### config.mk
export PLATFORM = sky130hd
export DESIGN_NAME = bit_plru_replacement_core
export DESIGN_NICKNAME = d
export VERILOG_FILES = /design/src/rtl/core/bpr_pkg.sv /design/src/rtl/core/bit_plru_replacement_core.sv /design/src/rtl/core/bpr_ctrl.sv /design/src/rtl/core/bpr_datapath.sv
export VERILOG_INCLUDE_DIRS = /design/src /design/src/rtl/core
export SDC_FILE = /design/constraint.sdc
export NUM_CORES = 1
export LEC_CHECK = 0
export BUFFER_PORTS_ARGS = -buffer_cell sky130_fd_sc_hd__buf_2
export CORE_ASPECT_RATIO = 1.4
export CORE_MARGIN = 2
export CORE_UTILIZATION = 67
export CTS_CLUSTER_DIAMETER = 30
export DETAILED_ROUTE_END_ITERATION = 10
export PLACE_DENSITY = 0.87
export SLEW_MARGIN = 20
export SYNTH_ARGS = -nofsm -noshare
export SYNTH_HDL_FRONTEND = slang
export SYNTH_SLANG_ARGS = --single-unit
### constraint.sdc
create_clock -name clk -period 7.2 [get_ports clk]
set_clock_uncertainty 0.1 [all_clocks]
set_input_delay 0 -clock clk [delete_from_list [all_inputs] [get_ports clk]]
set_output_delay 0 -clock clk [all_outputs]
set_load 0.01 [all_outputs]
### src/rtl/core/bit_plru_replacement_core_defines.svh
// Assertion macros for the bit PLRU replacement core.
// Included by the top level; expects a clock named clk and a reset named rst.
`ifndef BIT_PLRU_REPLACEMENT_CORE_DEFINES_SVH
`define BIT_PLRU_REPLACEMENT_CORE_DEFINES_SVH

// Property that must hold on every cycle out of reset.
`define BPR_ASSERT_ALWAYS(label, expr, msg) \
  label: assert property (@(posedge clk) disable iff (rst) (expr)) else $error(msg);

// Same-cycle implication.
`define BPR_ASSERT_IMPL(label, ante, cons, msg) \
  label: assert property (@(posedge clk) disable iff (rst) (ante) |-> (cons)) else $error(msg);

// Next-cycle implication.
`define BPR_ASSERT_NEXT(label, ante, cons, msg) \
  label: assert property (@(posedge clk) disable iff (rst) (ante) |=> (cons)) else $error(msg);

`endif

### src/rtl/core/bpr_pkg.sv
// Shared types and constants for the bit PLRU replacement core.
// No dependencies; used by the controller, datapath and top level.
package bpr_pkg;

  localparam int DEF_WAYS = 8;
  localparam int DEF_SETS = 64;

  localparam int OPCODE_W = 2;
  localparam int SET_IDX_W = 6;
  localparam int WAY_IN_W = 3;
  localparam int VICTIM_W = 3;

  localparam logic [OPCODE_W-1:0] OP_TOUCH  = 2'd0;
  localparam logic [OPCODE_W-1:0] OP_INVAL  = 2'd1;
  localparam logic [OPCODE_W-1:0] OP_VICTIM = 2'd2;

  // Controller to datapath.
  typedef struct packed {
    logic sweep;    // zero one set, advance the sweep counter
    logic capture;  // latch the transaction, launch the used-bit read
    logic exec;     // apply the update, load the result if any
  } cmd_t;

  // Datapath to controller.
  typedef struct packed {
    logic sweep_last;  // sweep counter at the last set
    logic has_result;  // captured transaction produces a result
    logic out_busy;    // output register holds a result not taken this cycle
  } status_t;

endpackage

### src/rtl/core/bit_plru_replacement_core.sv
// Bit PLRU (MRU-bit) replacement core: one used bit per way for each cache set.
// Depends on bpr_pkg, bpr_ctrl, bpr_datapath and the assertion macro header.
//
// After reset the core zeroes its used-bit memory, one set per cycle, so it
// accepts no transaction until every set is cleared. After that the capture of
// a transaction reads the set from the single-port used-bit memory, and the
// execute step applies the update and loads the result register; a victim
// request whose result register is still occupied waits until it drains. Touch
// sets the way's bit, invalidate clears it, a victim request returns the lowest
// clear way, or way 0 with bits_cleared high after zeroing a fully used set.
// Out-of-range sets, opcode 3, touch/invalidate of an out-of-range way: no-ops.
`include "bit_plru_replacement_core_defines.svh"

module bit_plru_replacement_core #(
  parameter int WAYS = bpr_pkg::DEF_WAYS,
  parameter int SETS = bpr_pkg::DEF_SETS
) (
  input  logic                           clk,
  input  logic                           rst,
  input  logic                           in_valid,
  output logic                           in_ready,
  input  logic [bpr_pkg::OPCODE_W-1:0]   opcode,
  input  logic [bpr_pkg::SET_IDX_W-1:0]  set_index,
  input  logic [bpr_pkg::WAY_IN_W-1:0]   way,
  output logic                           out_valid,
  input  logic                           out_ready,
  output logic [bpr_pkg::VICTIM_W-1:0]   victim_way,
  output logic                           bits_cleared
);

  bpr_pkg::cmd_t    cmd;
  bpr_pkg::status_t status;

  bpr_ctrl u_ctrl (
    .clk      (clk),
    .rst      (rst),
    .in_valid (in_valid),
    .in_ready (in_ready),
    .status   (status),
    .cmd      (cmd)
  );

  bpr_datapath #(
    .WAYS (WAYS),
    .SETS (SETS)
  ) u_dp (
    .clk          (clk),
    .rst          (rst),
    .cmd          (cmd),
    .status       (status),
    .opcode       (opcode),
    .set_index    (set_index),
    .way          (way),
    .out_valid    (out_valid),
    .out_ready    (out_ready),
    .victim_way   (victim_way),
    .bits_cleared (bits_cleared)
  );

  `BPR_ASSERT_ALWAYS(a_cmd_onehot, $onehot0({cmd.sweep, cmd.capture, cmd.exec}), "commands overlap")
  `BPR_ASSERT_IMPL(a_no_accept_in_sweep, cmd.sweep, !in_ready, "ready during clearing sweep")
  `BPR_ASSERT_NEXT(a_one_at_a_time, in_valid && in_ready, !in_ready, "second transaction accepted early")
  `BPR_ASSERT_IMPL(a_no_result_overrun, cmd.exec && status.has_result, !status.out_busy, "result overwrites a pending one")

endmodule

### src/rtl/core/bpr_ctrl.sv
// Sequencer for the bit PLRU replacement core: clearing sweep, accept, execute.
// Depends on bpr_pkg for the command and status structs.
module bpr_ctrl (
  input  logic             clk,
  input  logic             rst,
  input  logic             in_valid,
  output logic             in_ready,
  input  bpr_pkg::status_t status,
  output bpr_pkg::cmd_t    cmd
);

  localparam logic [1:0] S_CLEAR = 2'd0;
  localparam logic [1:0] S_IDLE  = 2'd1;
  localparam logic [1:0] S_EXEC  = 2'd2;

  logic [1:0] state;
  logic [1:0] state_next;

  always_comb begin
    state_next  = state;
    cmd.sweep   = 1'b0;
    cmd.capture = 1'b0;
    cmd.exec    = 1'b0;
    in_ready    = 1'b0;
    case (state)
      S_CLEAR: begin
        cmd.sweep = 1'b1;
        if (status.sweep_last) begin
          state_next = S_IDLE;
        end
      end
      S_IDLE: begin
        in_ready = 1'b1;
        if (in_valid) begin
          cmd.capture = 1'b1;
          state_next  = S_EXEC;
        end
      end
      S_EXEC: begin
        // hold while a previous result still occupies the output register
        if (!(status.has_result && status.out_busy)) begin
          cmd.exec   = 1'b1;
          state_next = S_IDLE;
        end
      end
      default: begin
        state_next = S_CLEAR;
      end
    endcase
  end

  always_ff @(posedge clk) begin
    if (rst) begin
      state <= S_CLEAR;
    end else begin
      state <= state_next;
    end
  end

endmodule

### src/rtl/core/bpr_datapath.sv
// Used-bit memory, transaction registers, victim encoder and output register.
// Depends on bpr_pkg for field widths, opcodes and the command/status structs.
module bpr_datapath #(
  parameter int WAYS = bpr_pkg::DEF_WAYS,
  parameter int SETS = bpr_pkg::DEF_SETS
) (
  input  logic                           clk,
  input  logic                           rst,
  input  bpr_pkg::cmd_t                  cmd,
  output bpr_pkg::status_t               status,
  input  logic [bpr_pkg::OPCODE_W-1:0]   opcode,
  input  logic [bpr_pkg::SET_IDX_W-1:0]  set_index,
  input  logic [bpr_pkg::WAY_IN_W-1:0]   way,
  output logic                           out_valid,
  input  logic                           out_ready,
  output logic [bpr_pkg::VICTIM_W-1:0]   victim_way,
  output logic                           bits_cleared
);

  localparam int SetW = (SETS > 1) ? $clog2(SETS) : 1;
  localparam int WayW = $clog2(WAYS);

  logic [WAYS-1:0] mem [SETS];
  logic [WAYS-1:0] rdata;

  logic [bpr_pkg::OPCODE_W-1:0]  op_q;
  logic [bpr_pkg::SET_IDX_W-1:0] set_q;
  logic [bpr_pkg::WAY_IN_W-1:0]  way_q;

  logic [SetW-1:0] sweep_cnt;

  logic            set_ok;
  logic            way_ok;
  logic            is_upd;
  logic            is_victim;
  logic [WAYS-1:0] way_mask;
  logic [WAYS-1:0] upd_bits;
  logic [WayW-1:0] low_clear;
  logic            found;
  logic            we;
  logic [SetW-1:0] waddr;
  logic [WAYS-1:0] wdata;

  assign set_ok    = 32'(set_q) < SETS;
  assign way_ok    = 32'(way_q) < WAYS;
  assign is_upd    = (op_q == bpr_pkg::OP_TOUCH) || (op_q == bpr_pkg::OP_INVAL);
  assign is_victim = op_q == bpr_pkg::OP_VICTIM;
  assign way_mask  = WAYS'(1) << WayW'(way_q);
  assign upd_bits  = (op_q == bpr_pkg::OP_TOUCH) ? (rdata | way_mask) : (rdata & ~way_mask);
  assign found     = ~&rdata;

  // lowest clear bit wins
  always_comb begin
    low_clear = '0;
    for (int i = WAYS - 1; i >= 0; i--) begin
      if (!rdata[i]) begin
        low_clear = WayW'(i);
      end
    end
  end

  always_comb begin
    we    = 1'b0;
    waddr = SetW'(set_q);
    wdata = upd_bits;
    if (cmd.sweep) begin
      we    = 1'b1;
      waddr = sweep_cnt;
      wdata = '0;
    end else if (cmd.exec && set_ok) begin
      if (is_upd && way_ok) begin
        we = 1'b1;
      end else if (is_victim && !found) begin
        // every way used: drop all bits of the set
        we    = 1'b1;
        wdata = '0;
      end
    end
  end

  assign status.sweep_last = 32'(sweep_cnt) == SETS - 1;
  assign status.has_result = set_ok && is_victim;
  assign status.out_busy   = out_valid && !out_ready;

  always_ff @(posedge clk) begin
    if (we) begin
      mem[waddr] <= wdata;
    end
    if (cmd.capture) begin
      rdata <= mem[SetW'(set_index)];
    end
  end

  always_ff @(posedge clk) begin
    if (cmd.capture) begin
      op_q  <= opcode;
      set_q <= set_index;
      way_q <= way;
    end
    if (cmd.exec && status.has_result) begin
      victim_way   <= found ? bpr_pkg::VICTIM_W'(low_clear) : '0;
      bits_cleared <= !found;
    end
  end

  always_ff @(posedge clk) begin
    if (rst) begin
      sweep_cnt <= '0;
      out_valid <= 1'b0;
    end else begin
      if (cmd.sweep) begin
        sweep_cnt <= sweep_cnt + 1'b1;
      end
      if (cmd.exec && status.has_result) begin
        out_valid <= 1'b1;
      end else if (out_ready) begin
        out_valid <= 1'b0;
      end
    end
  end

endmodule

## Word-level counts from Yosys, hierarchy flattened

Memory sizes are Yosys's and may differ from the RTL's. A register that Yosys moved wholly into a read port is not among the register bits.
Index checks and enable logic that the tools add are counted.

| word-level totals | value |
|---|---|
| register bits | 24 |
| input bits | 15 |
| memories | 1 |
| output and inout port bits | 6 |
| RAM bits | 512 |
| word-level logic and storage cells | 73 |

| operators by class | value |
|---|---|
| bitwise operators | 7 |
| equal/unequal tests | 8 |
| reductions and logical operators | 14 |
| mux-type cells | 31 |
| add/sub/neg operators | 1 |
| shifts and indexed selects | 1 |

Memories:

| memory | words | bits a word | rd ports | clocked after memory_dff | write ports | RTL line | source |
|---|---|---|---|---|---|---|---|
| u_dp.mem | 64 | 8 | 1 | 1 | 1 | bpr_datapath.sv:23 | `logic [WAYS-1:0] mem [SETS];` |

Operators with widths:

| kind | count |
|---|---|
| $mux 8 | 5 |
| $mux 1 | 15 |
| $mux 3 | 4 |
| $mux 2 | 5 |
| $and 8x8->8 | 1 |
| $not 8->8 | 1 |
| $or 8x8->8 | 1 |
| $reduce_and 8->1 | 1 |
| $shl 1x3->8 const A | 1 |
| $add 6x1->6 const B | 1 |
| $eq 6x6->1 const B | 1 |
| $mux 6 | 1 |
| $ne 2x2->1 const B | 3 |
| $pmux 2 s3 | 1 |
| $reduce_or 5->1 | 1 |
| $eq 2x1->1 const B | 2 |
| $eq 2x2->1 const B | 2 |
| $logic_and 1x1->1 | 4 |
| $logic_not 2->1 | 2 |
| $not 1->1 | 4 |
| $reduce_and 3->1 | 1 |
| $reduce_or 3->1 | 1 |
| $reduce_bool 2->1 | 1 |
| $reduce_or 2->1 | 1 |
| other kinds (2) | 2 |

## Logic depth before layout (Yosys ltp)

| depth | value |
|---|---|
| depth in word-level cells | 9 |
| mapped depth | 9 |

## Modules after synthesis

From an unflattened synthesis, not the netlist that was laid out.

| second synthesis, totals | value |
|---|---|
| cell total of the unflattened synthesis | 1055 |
| area total of the unflattened synthesis | 21410.5 um^2 |

Modules (own cells, without submodules):

| module | area an instance (um^2) | seq. area each (um^2) | times used | cells each |
|---|---|---|---|---|
| bpr_datapath | 21286.7 | 16205.5 | 1 | 1041 |
| bpr_ctrl | 123.9 | 40.0 | 1 | 14 |

## Worst setup path after synthesis

OpenSTA, ideal clock, no wires.

| timing path | value |
|---|---|
| path type | register to register |
| start | register u_ctrl.state[1] |
| end | memory u_dp.mem[0][4] (netlist bit) (data pin) |
| required time | 6.552 ns |
| arrival time | 2.712 ns |
| slack | 3.840 ns |
| stages on the path, launching flop included | 6 |
| cells stage by stage | dfxtp_1 -> buf_2 -> nor2_1 -> clkbuf_1 -> a21o_1 -> a21oi_1 |

| between the ends | value |
|---|---|
| word-level cells in the longest chain between the ends | 4 |

Ends and longest elaborated chain:

| item | RTL line | source |
|---|---|---|
| start: declaration | bpr_ctrl.sv:16 | `logic [1:0] state;` |
| start signal: assignment | bpr_ctrl.sv:56 | `state <= state_next;` |
| $eq 2x2->1 | bpr_ctrl.sv:25 | `case (state)` |
| $mux 1 | bpr_ctrl.sv:25 |  |
| $mux 8 | bpr_datapath.sv:70 | `end else if (cmd.exec && set_ok) begin` |
| $mux 8 * | bpr_datapath.sv:66 | `if (cmd.sweep) begin` |
| net u_dp.wdata[4] | bpr_datapath.sv:42 | `logic [WAYS-1:0] wdata;` |
| end: declaration | bpr_datapath.sv:23 |  |

Mark *: on every way through the listed nets, which the timed path passes. The rest lies on a longest branch.

## Worst setup path after layout

| timing path | value |
|---|---|
| start | register u_ctrl.state[1] |
| end | memory u_dp.mem[22][6] (netlist bit), enable pin |

| between the ends | value |
|---|---|
| word-level cells in the longest chain between the ends | 6 |

Ends and longest elaborated chain:

| item | RTL line | source |
|---|---|---|
| $eq 2x2->1 | bpr_ctrl.sv:25 |  |
| $mux 1 | bpr_ctrl.sv:25 |  |
| $mux 1 | bpr_datapath.sv:70 |  |
| $mux 1 | bpr_datapath.sv:66 |  |
| $mux 1 | bpr_datapath.sv:86 | `if (we) begin` |
| $mux 1 (implied by the code) | bpr_datapath.sv:87 | `mem[waddr] <= wdata;` |

Parallel ways exist; a longest one is shown, timed or not.

==> results.md <==
- Die X: 155.3 µm
- CP arrival: 3680 ps
- Ys Warns: 0
- CTS buffer count: 58
- First-pass GRT wire length: between 70000 and 80000 µm
- LEAKAGE: 7.923 nW
- Period Utilization, post-route: a little under 50%
- VDD IR-drop max: 0.1859 mV
- H-tree levels: 2
- Total Routed Length: 53930 µm
- Hold_buf cts: 13
- F_max: 279.8 MHz
- Row cnt: 77
- Cells after synthesis: roughly 1000
- Clock Path Buffers: 3
- Core area: 31600 µm²
- Syn_nets: 1058
- Nets: 1104
- CP Class: register to register
- PortBufs: 20
- CTS sink count: between 500 and 600
- Comb power frac: 3.9%
- RSZ-0062 raised after global routing: no
- Actual slew at the worst max-slew pin: 1227 ps
- Power Dens Cells: 283.8 nW/µm²
- Switching share of total power: 21.93%
- Most frequent cells in the layout: 535 x edfxtp_1, 138 x mux4_2, 76 x nor2_1, 61 x clkbuf_16, 38 x nand2_1
- Ant. Diodes: 0
- Largest net degree at the start of global routing: 69
- TritonCTS clock tree: yes
- Clk root buf: clkbuf_16
- Yosys cell types: 48
- Min-Delay Path Class: input port to register
- Vias per cell: 7.457
- Seq/Total Area, Yosys: between 70% and 80%
- Worst skew pair latency: ~630 ps
- Worst EP required: between 7000 and 8000 ps
- Max-cap viol count: 0
- Slew HR: 18.22%
- PostCTS Resize Cnt: 0
- Avg WL per Cell: 35.18 µm
- Num ports: 21
- Iter 0 DRT Violations: 1963
- Power share of the clock group: 45.5%
- Clk slew on worst S/H paths: 60 ps
- Die area: 33520 µm²
- Critical Path End Type: register
- Register-to-register setup slack: 3630 ps
- Most common cell after layout, fill and taps aside: edfxtp_1
- Syn Std Cell Area: roughly 21000 µm²
- Remaining global-route overflow: 0
- Area added between synthesis and finish: 11.96%
- Outcome: finished clean
- Layout cells sized above 1: 25.48%
- # Post-CTS Setup Buffers: 0
- Initial antenna violation count: 0
- Initial Util: 67.95%
- Vias in the first global route: 11740
- Async SR Flop Fraction: 0%
- Power Internal: 5.326 mW
- Final hold vios: 0
- Register share of total power: 50.6%
- Final setup viols: 0
- Post-DP HPWL: 27070 µm
- Peak fanout along the critical path: 12
- Number of flops mapped to enable cells by yosys: 535
- NetSw: 1.496 mW
- DR pass1 iterations: 6
- Gpl congestion: 0.8914
- Flops & latches, synth: between 500 and 600
- Startpoint types: register
- Max-slew violation count: 0
- Predominant post-synthesis flop cell: edfxtp_1
- Drt drc: 0
- Hold Slack: 9.287 ps
- Min Clock Period, post-route: 3574 ps
- Syn Area/Cell: 20.61 µm²
- Total Routing Usage GR: 33.51%
- Die H: 215.8 µm
- Post-DRT Antenna Nets: 0
- Via count: 11430
- Setup_tns: 0 ps
[path summary, 6_finish.rpt]
path / startpoint / endpoint / depth (start not counted)
hold reg to reg: u_dp.sweep_cnt[1]$_SDFFE_PP0P_ / u_dp.sweep_cnt[1]$_SDFFE_PP0P_ / 2
hold / removal: way[2] / u_dp.way_q[2]$_DFFE_PP_ / 2
setup reg to reg: u_ctrl.state[1]$_SDFFE_PP0P_ / u_dp.mem[22][6]$_DFFE_PP_ / 5
setup / recovery: u_ctrl.state[1]$_SDFFE_PP0P_ / u_dp.mem[22][6]$_DFFE_PP_ / 5
[Yosys cell counts, types with 7 or more instances]
cell	instances	area [µm²]
buf_6	7	78.83
or2_2	7	43.79
o21ai_0	9	45.04
o221ai_1	7	61.31
a21oi_1	11	55.05
nand3_1	12	60.06
edfxtp_1	535	16070
o22ai_1	7	43.79
buf_2	23	115.1
buf_4	10	75.07
nand2_1	38	142.6
mux4_2	138	3108
mux2i_1	36	360.4
inv_1	7	26.28
a221oi_1	7	61.31
clkbuf_1	18	67.56
nor2_1	83	311.6
dfxtp_1	9	180.2
[layer usage]
metal	routed length, µm	GRT usage, %
met5	0	0
met1	17150	40.99
met3	5404	7.129
met2	27940	57.70
met4	3424	15.63
[worst max-delay path, cell delays in order, from the launching register on]
cell and delay (ps):
dfxtp_1 520, or2_1 540, mux2i_4 480, nand2b_1 270, or2_1 410, nor2_1 840
[sequential cells by signal (all words and copies together) (netlist names)]
signal	flops
u_dp.rdata	8
u_dp.op_q	2
u_dp.set_q	6
u_dp.sweep_cnt	6
u_ctrl.state	2
u_dp.mem	512
u_dp.out_valid	1
u_dp.way_q	3
u_dp.bits_cleared	1
u_dp.victim_way	3
[power by group through the flow]
stage / logic, mW / registers (mW) / clock network [mW]
after CTS: 0.255 / 3.45 / 3.09
after global placement: 0.237 / 3.52 / 0
final: 0.263 / 3.45 / 3.11
after global routing: 0.272 / 3.45 / 3.22
after floorplan: 0.181 / 3.52 / 0
after detailed placement: 0.243 / 3.52 / 0
[metrics by stage]
| step | power [mW] | cell area [µm²] | setup WS [ps] | util [%] | instances |
|---|---|---|---|---|---|
| after CTS | 6.797 | 24040 | 3754 | 76.07 | 1533 |
| after detailed placement | 3.763 | 21890 | 3750 | 69.27 | 1410 |
| after floorplan | 3.698 | 21470 | 3840 | - | 1042 |
| after global routing | 6.949 | 24040 | 3570 | 76.07 | 1533 |
| after global placement | 3.756 | 21890 | 3801 | 69.27 | 1410 |
| final | 6.822 | 24040 | 3626 | 76.07 | 1533 |
[cell type report]
cell class | count | area [µm²]
Clock inverter | 44 | 473.0
Clock buffer | 66 | 1545
Tap cell | 395 | 494.2
Fill cell | 1448 | 7561
Multi-Input combinational cell | 433 | 4927
Timing Repair Buffer | 44 | 327.8
Inverter | 7 | 26.28
Sequential cell | 544 | 16250
[cells by family after synthesis]
logic type      synth area share [%]
flops                          75.66
xor+xnor                      0.2039
simple gates                   4.073
mux                            16.36
buf+inv                        1.690
fa+ha+maj                    0.05826
compound gates                 1.952
No activity file was read; power rests on OpenSTA's default activity.
